===== src/mkds_pkg.sv =====
`default_nettype none
// ----------------------------------------------------------------------------
// mkds_pkg
// Shared constants, types and helpers of the keypad debounce scanner.
// ----------------------------------------------------------------------------
package mkds_pkg;

  localparam int ROWS     = 4;
  localparam int COLS     = 4;
  localparam int NKEYS    = ROWS * COLS;
  localparam int KEY_BITS = 16;
  localparam int LANES    = (NKEYS >= KEY_BITS) ? KEY_BITS : NKEYS;
  localparam int KEY_W    = 4;
  localparam int TIME_W   = 32;
  localparam int DEB_W    = 16;
  localparam int MAP_W    = 64;
  localparam int CODE_W   = 8;
  localparam int IDX_W    = 8;

  localparam logic [IDX_W-1:0] REG_DEBOUNCE    = 8'd0;
  localparam logic [IDX_W-1:0] REG_MAP_PRESENT = 8'd1;
  localparam logic [IDX_W-1:0] REG_MAP_LOW     = 8'd2;
  localparam logic [IDX_W-1:0] REG_MAP_HIGH    = 8'd3;

  localparam logic EV_RELEASE = 1'b0;
  localparam logic EV_PRESS   = 1'b1;

  typedef struct packed {
    logic [DEB_W-1:0] debounce_ms;
    logic             keymap_present;
    logic [MAP_W-1:0] keymap_low;
    logic [MAP_W-1:0] keymap_high;
  } cfg_t;

  typedef struct packed {
    logic             any;
    logic             multi;
    logic [KEY_W-1:0] key;
  } scan_t;

  typedef struct packed {
    logic              kind;
    logic [1:0]        row;
    logic [1:0]        col;
    logic [KEY_W-1:0]  index;
    logic [CODE_W-1:0] code;
    logic              code_valid;
    logic              last;
  } event_t;

  typedef struct packed {
    logic [1:0] count;
    event_t     ev0;
    event_t     ev1;
  } push_t;

  function automatic logic [1:0] key_row(input logic [KEY_W-1:0] k);
    int unsigned q;
    q = 32'(k) / COLS;
    return q[1:0];
  endfunction

  function automatic logic [1:0] key_col(input logic [KEY_W-1:0] k);
    int unsigned r;
    r = 32'(k) % COLS;
    return r[1:0];
  endfunction

endpackage
`default_nettype wire


===== src/mkds_lane.sv =====
`default_nettype none
// ----------------------------------------------------------------------------
// mkds_lane
// One key lane: qualifies the key's bit and offers its index when pressed.
// ----------------------------------------------------------------------------
module mkds_lane
  import mkds_pkg::*;
(
  input  wire logic             down,
  input  wire logic [KEY_W-1:0] lane_id,
  output logic                  hit,
  output logic [KEY_W-1:0]      hit_index
);

  assign hit       = down;
  assign hit_index = down ? lane_id : '0;

endmodule
`default_nettype wire


===== src/mkds_merge.sv =====
`default_nettype none
// ----------------------------------------------------------------------------
// mkds_merge
// Combine the lane results: any key, more than one key, and the key index.
// ----------------------------------------------------------------------------
module mkds_merge
  import mkds_pkg::*;
(
  input  wire logic [KEY_BITS-1:0]            hits,
  input  wire logic [KEY_BITS-1:0][KEY_W-1:0] hit_index,
  output scan_t                               scan
);

  logic [KEY_W-1:0] idx_or;

  always_comb begin
    idx_or = '0;
    for (int i = 0; i < KEY_BITS; i++) begin
      idx_or = idx_or | hit_index[i];
    end
  end

  // Index from the OR of lanes is exact only when a single lane hits.
  assign scan.any   = |hits;
  assign scan.multi = |(hits & (hits - 1'b1));
  assign scan.key   = idx_or;

endmodule
`default_nettype wire


===== src/mkds_core.sv =====
`default_nettype none
// ----------------------------------------------------------------------------
// mkds_core
// Candidate and held-key tracking; builds up to two events per scan.
// ----------------------------------------------------------------------------
module mkds_core
  import mkds_pkg::*;
(
  input  wire logic              clk,
  input  wire logic              rst,
  input  wire logic              accept,
  input  wire scan_t             scan,
  input  wire logic [TIME_W-1:0] now_ms,
  input  wire cfg_t              cfg,
  output push_t                  push
);

  logic              candidate_valid, candidate_valid_next;
  logic [KEY_W-1:0]  candidate_key, candidate_key_next;
  logic [TIME_W-1:0] candidate_since, candidate_since_next;
  logic              held_valid, held_valid_next;
  logic [KEY_W-1:0]  held_key, held_key_next;

  logic              changed, rel, press, held_after;
  logic [TIME_W-1:0] elapsed;

  function automatic event_t make_event(input logic kind, input logic [KEY_W-1:0] k,
                                        input cfg_t c);
    event_t e;
    logic [MAP_W-1:0] word;
    word         = k[KEY_W-1] ? c.keymap_high : c.keymap_low;
    e.kind       = kind;
    e.row        = key_row(k);
    e.col        = key_col(k);
    e.index      = k;
    e.code       = c.keymap_present ? word[k[2:0]*CODE_W +: CODE_W] : '0;
    e.code_valid = c.keymap_present;
    e.last       = 1'b0;
    return e;
  endfunction

  always_comb begin
    changed = (scan.any != candidate_valid) || (scan.any && (scan.key != candidate_key));
    rel     = changed && candidate_valid && held_valid && (held_key == candidate_key);
    held_after = held_valid && !rel;

    candidate_valid_next = changed ? scan.any : candidate_valid;
    candidate_key_next   = changed ? scan.key : candidate_key;
    candidate_since_next = (changed && scan.any) ? now_ms : candidate_since;

    elapsed = now_ms - candidate_since_next;
    press   = scan.any && !(held_after && (held_key == scan.key)) &&
              (elapsed >= TIME_W'(cfg.debounce_ms));

    held_valid_next = press ? 1'b1 : held_after;
    held_key_next   = press ? scan.key : held_key;

    // A scan with several keys down leaves everything as it was.
    if (scan.multi) begin
      rel                  = 1'b0;
      press                = 1'b0;
      candidate_valid_next = candidate_valid;
      candidate_key_next   = candidate_key;
      candidate_since_next = candidate_since;
      held_valid_next      = held_valid;
      held_key_next        = held_key;
    end

    push.count    = 2'(rel) + 2'(press);
    push.ev0      = rel ? make_event(EV_RELEASE, candidate_key, cfg)
                        : make_event(EV_PRESS, scan.key, cfg);
    push.ev0.last = !(rel && press);
    push.ev1      = make_event(EV_PRESS, scan.key, cfg);
    push.ev1.last = 1'b1;
    if (!accept) begin
      push.count = '0;
    end
  end

  always_ff @(posedge clk) begin
    if (rst) begin
      candidate_valid <= 1'b0;
      candidate_key   <= '0;
      candidate_since <= '0;
      held_valid      <= 1'b0;
      held_key        <= '0;
    end else if (accept) begin
      candidate_valid <= candidate_valid_next;
      candidate_key   <= candidate_key_next;
      candidate_since <= candidate_since_next;
      held_valid      <= held_valid_next;
      held_key        <= held_key_next;
    end
  end

endmodule
`default_nettype wire


===== src/mkds_evq.sv =====
`default_nettype none
// ----------------------------------------------------------------------------
// mkds_evq
// Four-entry event queue; takes up to two events a cycle, gives one.
// ----------------------------------------------------------------------------
module mkds_evq
  import mkds_pkg::*;
(
  input  wire logic   clk,
  input  wire logic   rst,
  input  wire push_t  push,
  output logic        room,
  output logic        ev_valid,
  input  wire logic   ev_ready,
  output event_t      ev
);

  event_t     ent [4];
  logic [1:0] wptr, rptr;
  logic [2:0] count, count_next;
  logic       pop;

  assign pop        = ev_valid && ev_ready;
  assign ev_valid   = (count != 3'd0);
  assign ev         = ent[rptr];
  assign room       = (count <= 3'd2);
  assign count_next = count + 3'(push.count) - 3'(pop);

  always_ff @(posedge clk) begin
    if (push.count != 2'd0) begin
      ent[wptr] <= push.ev0;
    end
    if (push.count == 2'd2) begin
      ent[wptr + 2'd1] <= push.ev1;
    end
  end

  always_ff @(posedge clk) begin
    if (rst) begin
      wptr  <= '0;
      rptr  <= '0;
      count <= '0;
    end else begin
      wptr  <= wptr + push.count;
      rptr  <= rptr + 2'(pop);
      count <= count_next;
    end
  end

endmodule
`default_nettype wire


===== src/matrix_keypad_debounce_scanner_top.sv =====
`default_nettype none
// ----------------------------------------------------------------------------
// matrix_keypad_debounce_scanner_top
// Debounced single-key scanner for a keypad matrix, one scan per request.
// ----------------------------------------------------------------------------
// Usage:
//   Input channel (in_valid/in_ready) carries one full matrix scan per
//   request: key_down_bits and the millisecond time now_ms. Output channel
//   (out_valid/out_ready) carries press/release events, zero to two per
//   scan; last_event marks the final event of a scan.
//   Configuration is written through cfg_we/cfg_index/cfg_wdata; unknown
//   indexes are dropped. The user must write only while idle; no check is done.
// Timing:
//   A scan is decoded by one lane per key and merged in the same cycle; its
//   events are registered into the event queue and reach out_valid behind any
//   earlier events. One scan per cycle is taken while the four-entry event
//   queue has room for two events; the sustained rate is one scan per cycle,
//   bounded by the output at one event per cycle while out_ready is high.
// Reset:
//   rst clears tracking state, the queue, and loads debounce_ms = 1 with
//   no keymap. A stalled receiver fills the queue; in_ready then drops until
//   space for two events is free again, and no event is lost.
// ----------------------------------------------------------------------------
module matrix_keypad_debounce_scanner_top
  import mkds_pkg::*;
(
  input  wire logic                clk,
  input  wire logic                rst,
  // scan requests
  input  wire logic                in_valid,
  output logic                     in_ready,
  input  wire logic [KEY_BITS-1:0] key_down_bits,
  input  wire logic [TIME_W-1:0]   now_ms,
  // events
  output logic                     out_valid,
  input  wire logic                out_ready,
  output logic                     event_kind,
  output logic [1:0]               key_row,
  output logic [1:0]               key_col,
  output logic [KEY_W-1:0]         key_index,
  output logic [CODE_W-1:0]        keycode,
  output logic                     keycode_valid,
  output logic                     last_event,
  // configuration
  input  wire logic                cfg_we,
  input  wire logic [IDX_W-1:0]    cfg_index,
  input  wire logic [MAP_W-1:0]    cfg_wdata
);

  cfg_t   cfg;
  scan_t  scan;
  push_t  push;
  event_t ev;
  logic   accept;

  logic [KEY_BITS-1:0]            hits;
  logic [KEY_BITS-1:0][KEY_W-1:0] hit_index;

  // Hold configuration registers; ignore writes to indexes beyond the list.
  always_ff @(posedge clk) begin
    if (rst) begin
      cfg.debounce_ms    <= DEB_W'(1);
      cfg.keymap_present <= 1'b0;
      cfg.keymap_low     <= '0;
      cfg.keymap_high    <= '0;
    end else if (cfg_we) begin
      case (cfg_index)
        REG_DEBOUNCE:    cfg.debounce_ms    <= cfg_wdata[DEB_W-1:0];
        REG_MAP_PRESENT: cfg.keymap_present <= cfg_wdata[0];
        REG_MAP_LOW:     cfg.keymap_low     <= cfg_wdata;
        REG_MAP_HIGH:    cfg.keymap_high    <= cfg_wdata;
        default: ;
      endcase
    end
  end

  // One lane per matrix key; bits beyond the matrix never hit.
  for (genvar i = 0; i < KEY_BITS; i++) begin : g_lane
    if (i < LANES) begin : g_used
      mkds_lane u_lane (
        .down      (key_down_bits[i]),
        .lane_id   (KEY_W'(i)),
        .hit       (hits[i]),
        .hit_index (hit_index[i])
      );
    end else begin : g_unused
      assign hits[i]      = 1'b0;
      assign hit_index[i] = '0;
    end
  end

  mkds_merge u_merge (
    .hits      (hits),
    .hit_index (hit_index),
    .scan      (scan)
  );

  assign accept = in_valid && in_ready;

  mkds_core u_core (
    .clk    (clk),
    .rst    (rst),
    .accept (accept),
    .scan   (scan),
    .now_ms (now_ms),
    .cfg    (cfg),
    .push   (push)
  );

  mkds_evq u_evq (
    .clk      (clk),
    .rst      (rst),
    .push     (push),
    .room     (in_ready),
    .ev_valid (out_valid),
    .ev_ready (out_ready),
    .ev       (ev)
  );

  assign event_kind    = ev.kind;
  assign key_row       = ev.row;
  assign key_col       = ev.col;
  assign key_index     = ev.index;
  assign keycode       = ev.code;
  assign keycode_valid = ev.code_valid;
  assign last_event    = ev.last;

endmodule
`default_nettype wire


===== config.mk =====
export PLATFORM = sky130hd
export DESIGN_NAME = matrix_keypad_debounce_scanner_top
export DESIGN_NICKNAME = d
export VERILOG_FILES = /design/src/mkds_pkg.sv /design/src/mkds_lane.sv /design/src/mkds_merge.sv /design/src/mkds_core.sv /design/src/mkds_evq.sv /design/src/matrix_keypad_debounce_scanner_top.sv
export SDC_FILE = /design/constraint.sdc
export NUM_CORES = 1
export LEC_CHECK = 0
export BUFFER_PORTS_ARGS = -buffer_cell sky130_fd_sc_hd__buf_4
export CAP_MARGIN = 20
export CORE_MARGIN = 8
export CORE_UTILIZATION = 60
export DETAILED_ROUTE_END_ITERATION = 8
export GPL_ROUTABILITY_DRIVEN = 0
export HOLD_SLACK_MARGIN = 0.06
export PLACE_DENSITY = 0.79
export SLEW_MARGIN = 10
export SYNTH_ARGS = -nofsm -noshare
export SYNTH_HDL_FRONTEND = slang
export SYNTH_SLANG_ARGS = --single-unit

===== constraint.sdc =====
create_clock -name clk -period 12.9 [get_ports clk]
set_input_delay 2.58 -clock clk [delete_from_list [all_inputs] [get_ports clk]]
set_output_delay 2.58 -clock clk [all_outputs]
set_load 0.05 [all_outputs]

# Word-level counts from Yosys, hierarchy flattened

Memory sizes are Yosys's and may differ from the RTL's. A register that Yosys moved wholly into a read port is not among the register bits.
Index checks and enable logic that the tools add are counted.

Bitwise gates (word level): 16
Shift-type cells: 2
$add $sub $neg: 8
Reduce and logical (&&, ||, !) cells: 28
Magnitude comparators: 2
Eq/ne operators: 8
Mux-type cells: 30

Operator list:

| operator                | count |
|---|---|
| $mux W64                | 2 |
| $shiftx A64 B7 Y8       | 2 |
| $ge A32 B16 Y1          | 1 |
| $mux W32                | 1 |
| $mux W4                 | 8 |
| $or A4 B4 Y4            | 8 |
| $reduce_or A16 Y1       | 2 |
| $sub A32 B32 Y32        | 1 |
| $mux W19                | 1 |
| $and A16 B16 Y16        | 1 |
| $eq A8 B2 Y1 const B    | 2 |
| $mux W8                 | 2 |
| $or A4 B3 Y4            | 4 |
| $sub A16 B1 Y16 const B | 1 |
| $logic_and A1 B1 Y1     | 12 |
| $mux W3                 | 4 |
| $reduce_and A2 Y1       | 5 |
| $eq A4 B4 Y1            | 2 |
| $eq A8 B1 Y1 const B    | 1 |
| $logic_not A8 Y1        | 1 |
| $mux W1                 | 8 |
| $mux W2                 | 4 |
| $reduce_and A3 Y1       | 2 |
| $ne A4 B4 Y1            | 1 |
| 16 further kinds        | 18 |

Logic and storage cells: 107
Memories kept: 1
Bits in writable memories: 76
Register bits after elaboration: 194

Memory list:

| memory    | depth | width | read ports | clocked after memory_dff | wr ports | RTL line       | RTL |
|---|---|---|---|---|---|---|---|
| u_evq.ent | 4     | 19    | 1          | 1                        | 2        | mkds_evq.sv:18 | `event_t ent [4];` |

# Depth between registers and ports, before layout

Depth after elaboration: 33
Mapped depth: 37

# Hierarchy

From an unflattened synthesis, not the netlist that was laid out.

Cell total of the unflattened synthesis: 1700
Area, all modules: 17909.7 sq um

Modules (own cells, without submodules):

| module                             | times used | cells an instance | area an instance (sq um) |
|---|---|---|---|
| mkds_core                          | 1          | 796               | 6969.2 |
| matrix_keypad_debounce_scanner_top | 1          | 551               | 5935.7 |
| mkds_evq                           | 1          | 230               | 4195.3 |
| mkds_lane                          | 16         | 5                 | 32.5 |
| mkds_merge                         | 1          | 43                | 289.0 |

# Worst setup path after synthesis

No wires, ideal clock.

Path kind: input -> register
Start: input key_down_bits[5]
End: memory u_evq.ent[1][1] (netlist name) (data pin)
Setup slack: 1799 ps
Arrival time: 10846 ps
Stages on the path: 34
Path through: nor4_2 o21ai_1 and3_1 o211a_1 nor2_1 clkbuf_1 mux2i_1 ha_1 a21oi_1 nand2_1 a21oi_1 o21ai_0 o21ai_1 a2bb2oi_1 o21ai_0 xor2_1 ha_1 a21o_1 a21oi_1 o211ai_1 a311o_1 a2111o_1 or4_1 or4_1 a2111oi_0 o2111ai_1 o311a_1 ha_1 and3_1 a31oi_1 or3_1 clkbuf_1 nand2_1 and2_1

RTL lines:

| element         | RTL line                                 | RTL |
|---|---|---|
| start, declared | matrix_keypad_debounce_scanner_top.sv:32 | `input wire logic [KEY_BITS-1:0] key_down_bits,` |
| end, declared   | mkds_evq.sv:18                           |  |

==> impl_metrics.json <==
{
  "cp_max_fo": 16,
  "final_area_um2": 17250,
  "synth_warnings": 0,
  "syn_area_um2": 15220,
  "comb_power_share_pct": 21.2,
  "start_kind": "input port",
  "synth.top_cell.area_share_pct": 26.57,
  "routedWlPerCell_um": 20.04,
  "min_period_ns": 12.05,
  "drt_iter0_drc": 1706,
  "io-pin-count": 146,
  "synthArstFlopShare_pct": 0,
  "numPortBuffers": 145,
  "worstMarginPinSlew_ns": 1.098,
  "antenna_cells": 0,
  "row_count": 58,
  "dp_hpwl_um": 30800,
  "switching_share_pct": 29.67,
  "ff2ff_path_depth": 30,
  "end_kind": "flip-flop",
  "grt_pass1_vias": 13400,
  "clkLatencyLatePin_ns": 0.56,
  "path_common_cell": "a21oi_1",
  "cpMaxStageDelayCell": "nor4_1",
  "synth_cells": 1838,
  "area_growth_syn_to_layout_pct": 13.34,
  "start_util_pct": 60.80,
  "grt_pass1_wl_um": 71690,
  "ys_ff_latch": 254,
  "path_class": "in2reg",
  "clk_pin_slew_ns": 0.06,
  "hold_viol_final": 0,
  "tns_ns": 0,
  "r2r_slack_ns": 2.92,
  "cts_tree": "built",
  "hold_buffers": 0,
  "synth_flop_cell": "dfxtp_1",
  "endpoint": "u_evq.ent[0][1]",
  "clock_sinks": 254,
  "overflow": 0,
  "drtPass1Iterations": 6,
  "detail-route-antenna-nets": 0,
  "ctsRootBufferMaster": "clkbuf_16",
  "startpoint": "key_down_bits[11]",
  "power.ir.vdd_worst_mv": 0.1091,
  "die_width_um": 175.3,
  "relSlewSlack_pct": 26.71,
  "status": "completed",
  "post-route-util_pct": 68.91,
  "r2r_end": "u_evq.ent[0][1]",
  "ys_seq_area_share_pct": 36.82,
  "vias": 14410,
  "cts_htree_levels": 1,
  "wl_um": 45080,
  "fp.dieH_um": 175.3,
  "grt_max_degree": 83,
  "cts_buffers": 28,
  "clk_path_buf_depth": 3,
  "grt_usage_pct": 28.31,
  "fin_nets": 2075,
  "maxCapViolCount": 0,
  "fmax_ghz": 0.08297,
  "leakage_uw": 0.006280,
  "grt_antenna_before_repair": 1,
  "crit_required_ns": 13.19,
  "synth_largest_area_cell": "dfxtp_1",
  "die_area_um2": 30720,
  "r2r-start": "u_core.candidate_key[2]",
  "fin_crit_sh_pct": 93.44,
  "layout-drive-gt1-share_pct": 15.42,
  "p_int_uw": 1447,
  "hp-class": "reg2reg",
  "p_switching_uw": 610.6,
  "power_frac_seq_pct": 40.5,
  "crit_cells": 35,
  "synth.avg_cell_area_um2": 8.282,
  "via_per_inst": 6.407,
  "placed_area_um2": 16350,
  "coreArea_um2": 25040,
  "arrival_ns": 12.35,
  "drc": 0,
  "cts_resized": 0,
  "p_per_area_nw_per_um2": 119.3,
  "synth.distinct_cells": 82,
  "synth_edf_count": 52,
  "critPathTopFamily": "compound AO/OA/AOI/OAI gates",
  "pwr-share-clk_pct": 38.3,
  "slew_viol_final": 0,
  "finClkSkew_ns": 0.02335,
  "synth_nets": 2015,
  "critPathMaxStageDelay_ns": 0.60,
  "cts_setup_buffers": 0,
  "synth_area_leaders": "dfxtp_1 27%, nand2_1 12%, edfxtp_1 10%, mux4_2 8.1%, a21oi_1 6.6%",
  "rsz0062_at_grt": "false",
  "setup_viol": 0,
  "worst-path-buf-inv": 2
}
state kept, by name, summed over array words and instances, names as in the netlist:
register	count
cfg	145
u_core.held_valid	1
u_core.candidate_since	32
u_core.held_key	4
u_core.candidate_valid	1
u_evq.wptr	2
u_evq.count	3
u_evq.ent	60
u_core.candidate_key	4
u_evq.rptr	2
power groups by stage:
stage / clock [µW] / combinational, µW / sequential [µW]
after floorplan: 0 / 323 / 834
after global placement: 0 / 424 / 851
after detailed placement: 0 / 433 / 851
after CTS: 795 / 435 / 834
after global routing: 829 / 466 / 835
final: 787 / 437 / 833
per-layer routing:
| layer | vias up | wire, µm | track usage (%) |
|---|---|---|---|
| met5 | - | 11 | 0 |
| met4 | 2 | 1874 | 11.48 |
| met3 | 118 | 4887 | 4.982 |
| met2 | 817 | 19850 | 42.76 |
| met1 | 6769 | 18460 | 39.66 |
| li1 | 6703 | - | - |
placed cells by master, fill, tap and decap left out, types with 25 or more instances in the layout:
cell,n
dfxtp_1,201
edfxtp_1,52
a211oi_1,31
nand3_1,59
and3_1,25
mux2i_1,32
a21oi_1,200
buf_4,163
mux4_2,55
nand2_1,497
o22ai_1,38
inv_1,46
ha_1,50
nor2_1,92
o21ai_0,34
clkbuf_16,28
per-stage QoR:
stage               hold slack, ns  setup slack [ns]  total power [µW]  std cells
floorplan                   0.4319             1.799              1157       1838
global placement            0.4390            0.7728              1274       2198
detailed placement          0.4468            0.3868              1284       2198
CTS                         0.4540            0.9297              2064       2249
global route                0.4651            0.1658              2130       2249
finish                      0.4523            0.8468              2058       2249
synthesized netlist by cell type, drive strengths merged (5+ instances only):
cell type,instances
nand2,498
nand3,60
o21a,6
mux4,55
nand4,7
o32a,5
a22o,16
a211oi,31
or3,9
buf,28
o211ai,6
o2111ai,5
a311oi,24
nor2,94
and2,10
o21ai,37
mux2,7
a31oi,19
mux2i,32
nor2b,18
clkbuf,106
a21oi,200
a21o,22
ha,50
xnor2,22
a21boi,5
inv,46
edfxtp,52
and3,27
o22ai,38
nor4,11
xor2,11
dfxtp,202
nand2b,8
tightest hold or removal path: stages (launching register included):
cell	delay (ns)
dfxtp_1	0.31
nand2_1	0.05
a21oi_1	0.05
worst min path at each step:
stage / start / end / slack [ns] / cells after the start
6_report: cfg[144] / cfg[144] / 0.45 / 2
5_1_grt: cfg[143] / cfg[143] / 0.47 / 2
4_1_cts: cfg[144] / cfg[144] / 0.45 / 2
3_5_place_dp: cfg[144] / cfg[144] / 0.45 / 2
3_3_place_gp: cfg[135] / cfg[135] / 0.44 / 2
2_1_floorplan: cfg[130] / cfg[130] / 0.43 / 2
kinds of logic after synthesis:
| kind of cell | share of synthesized area, % |
|---|---|
| compound gates | 19.17 |
| xor+xnor | 1.899 |
| flops | 36.82 |
| simple gates | 21.93 |
| buf+inv | 4.784 |
| fa+ha+maj | 4.636 |
| mux | 10.76 |
cell type report:
cell class / instances / area, µm²
multi-input cells: 1404 / 8920
fillers: 2046 / 7784
clock buffers: 43 / 827.0
flip-flops and latches: 254 / 5607
repair buffers: 164 / 1235
well taps: 330 / 412.9
inverters: 46 / 172.7
clock inverters: 8 / 78.83
Note: power is estimated with default switching activity, not from simulation.
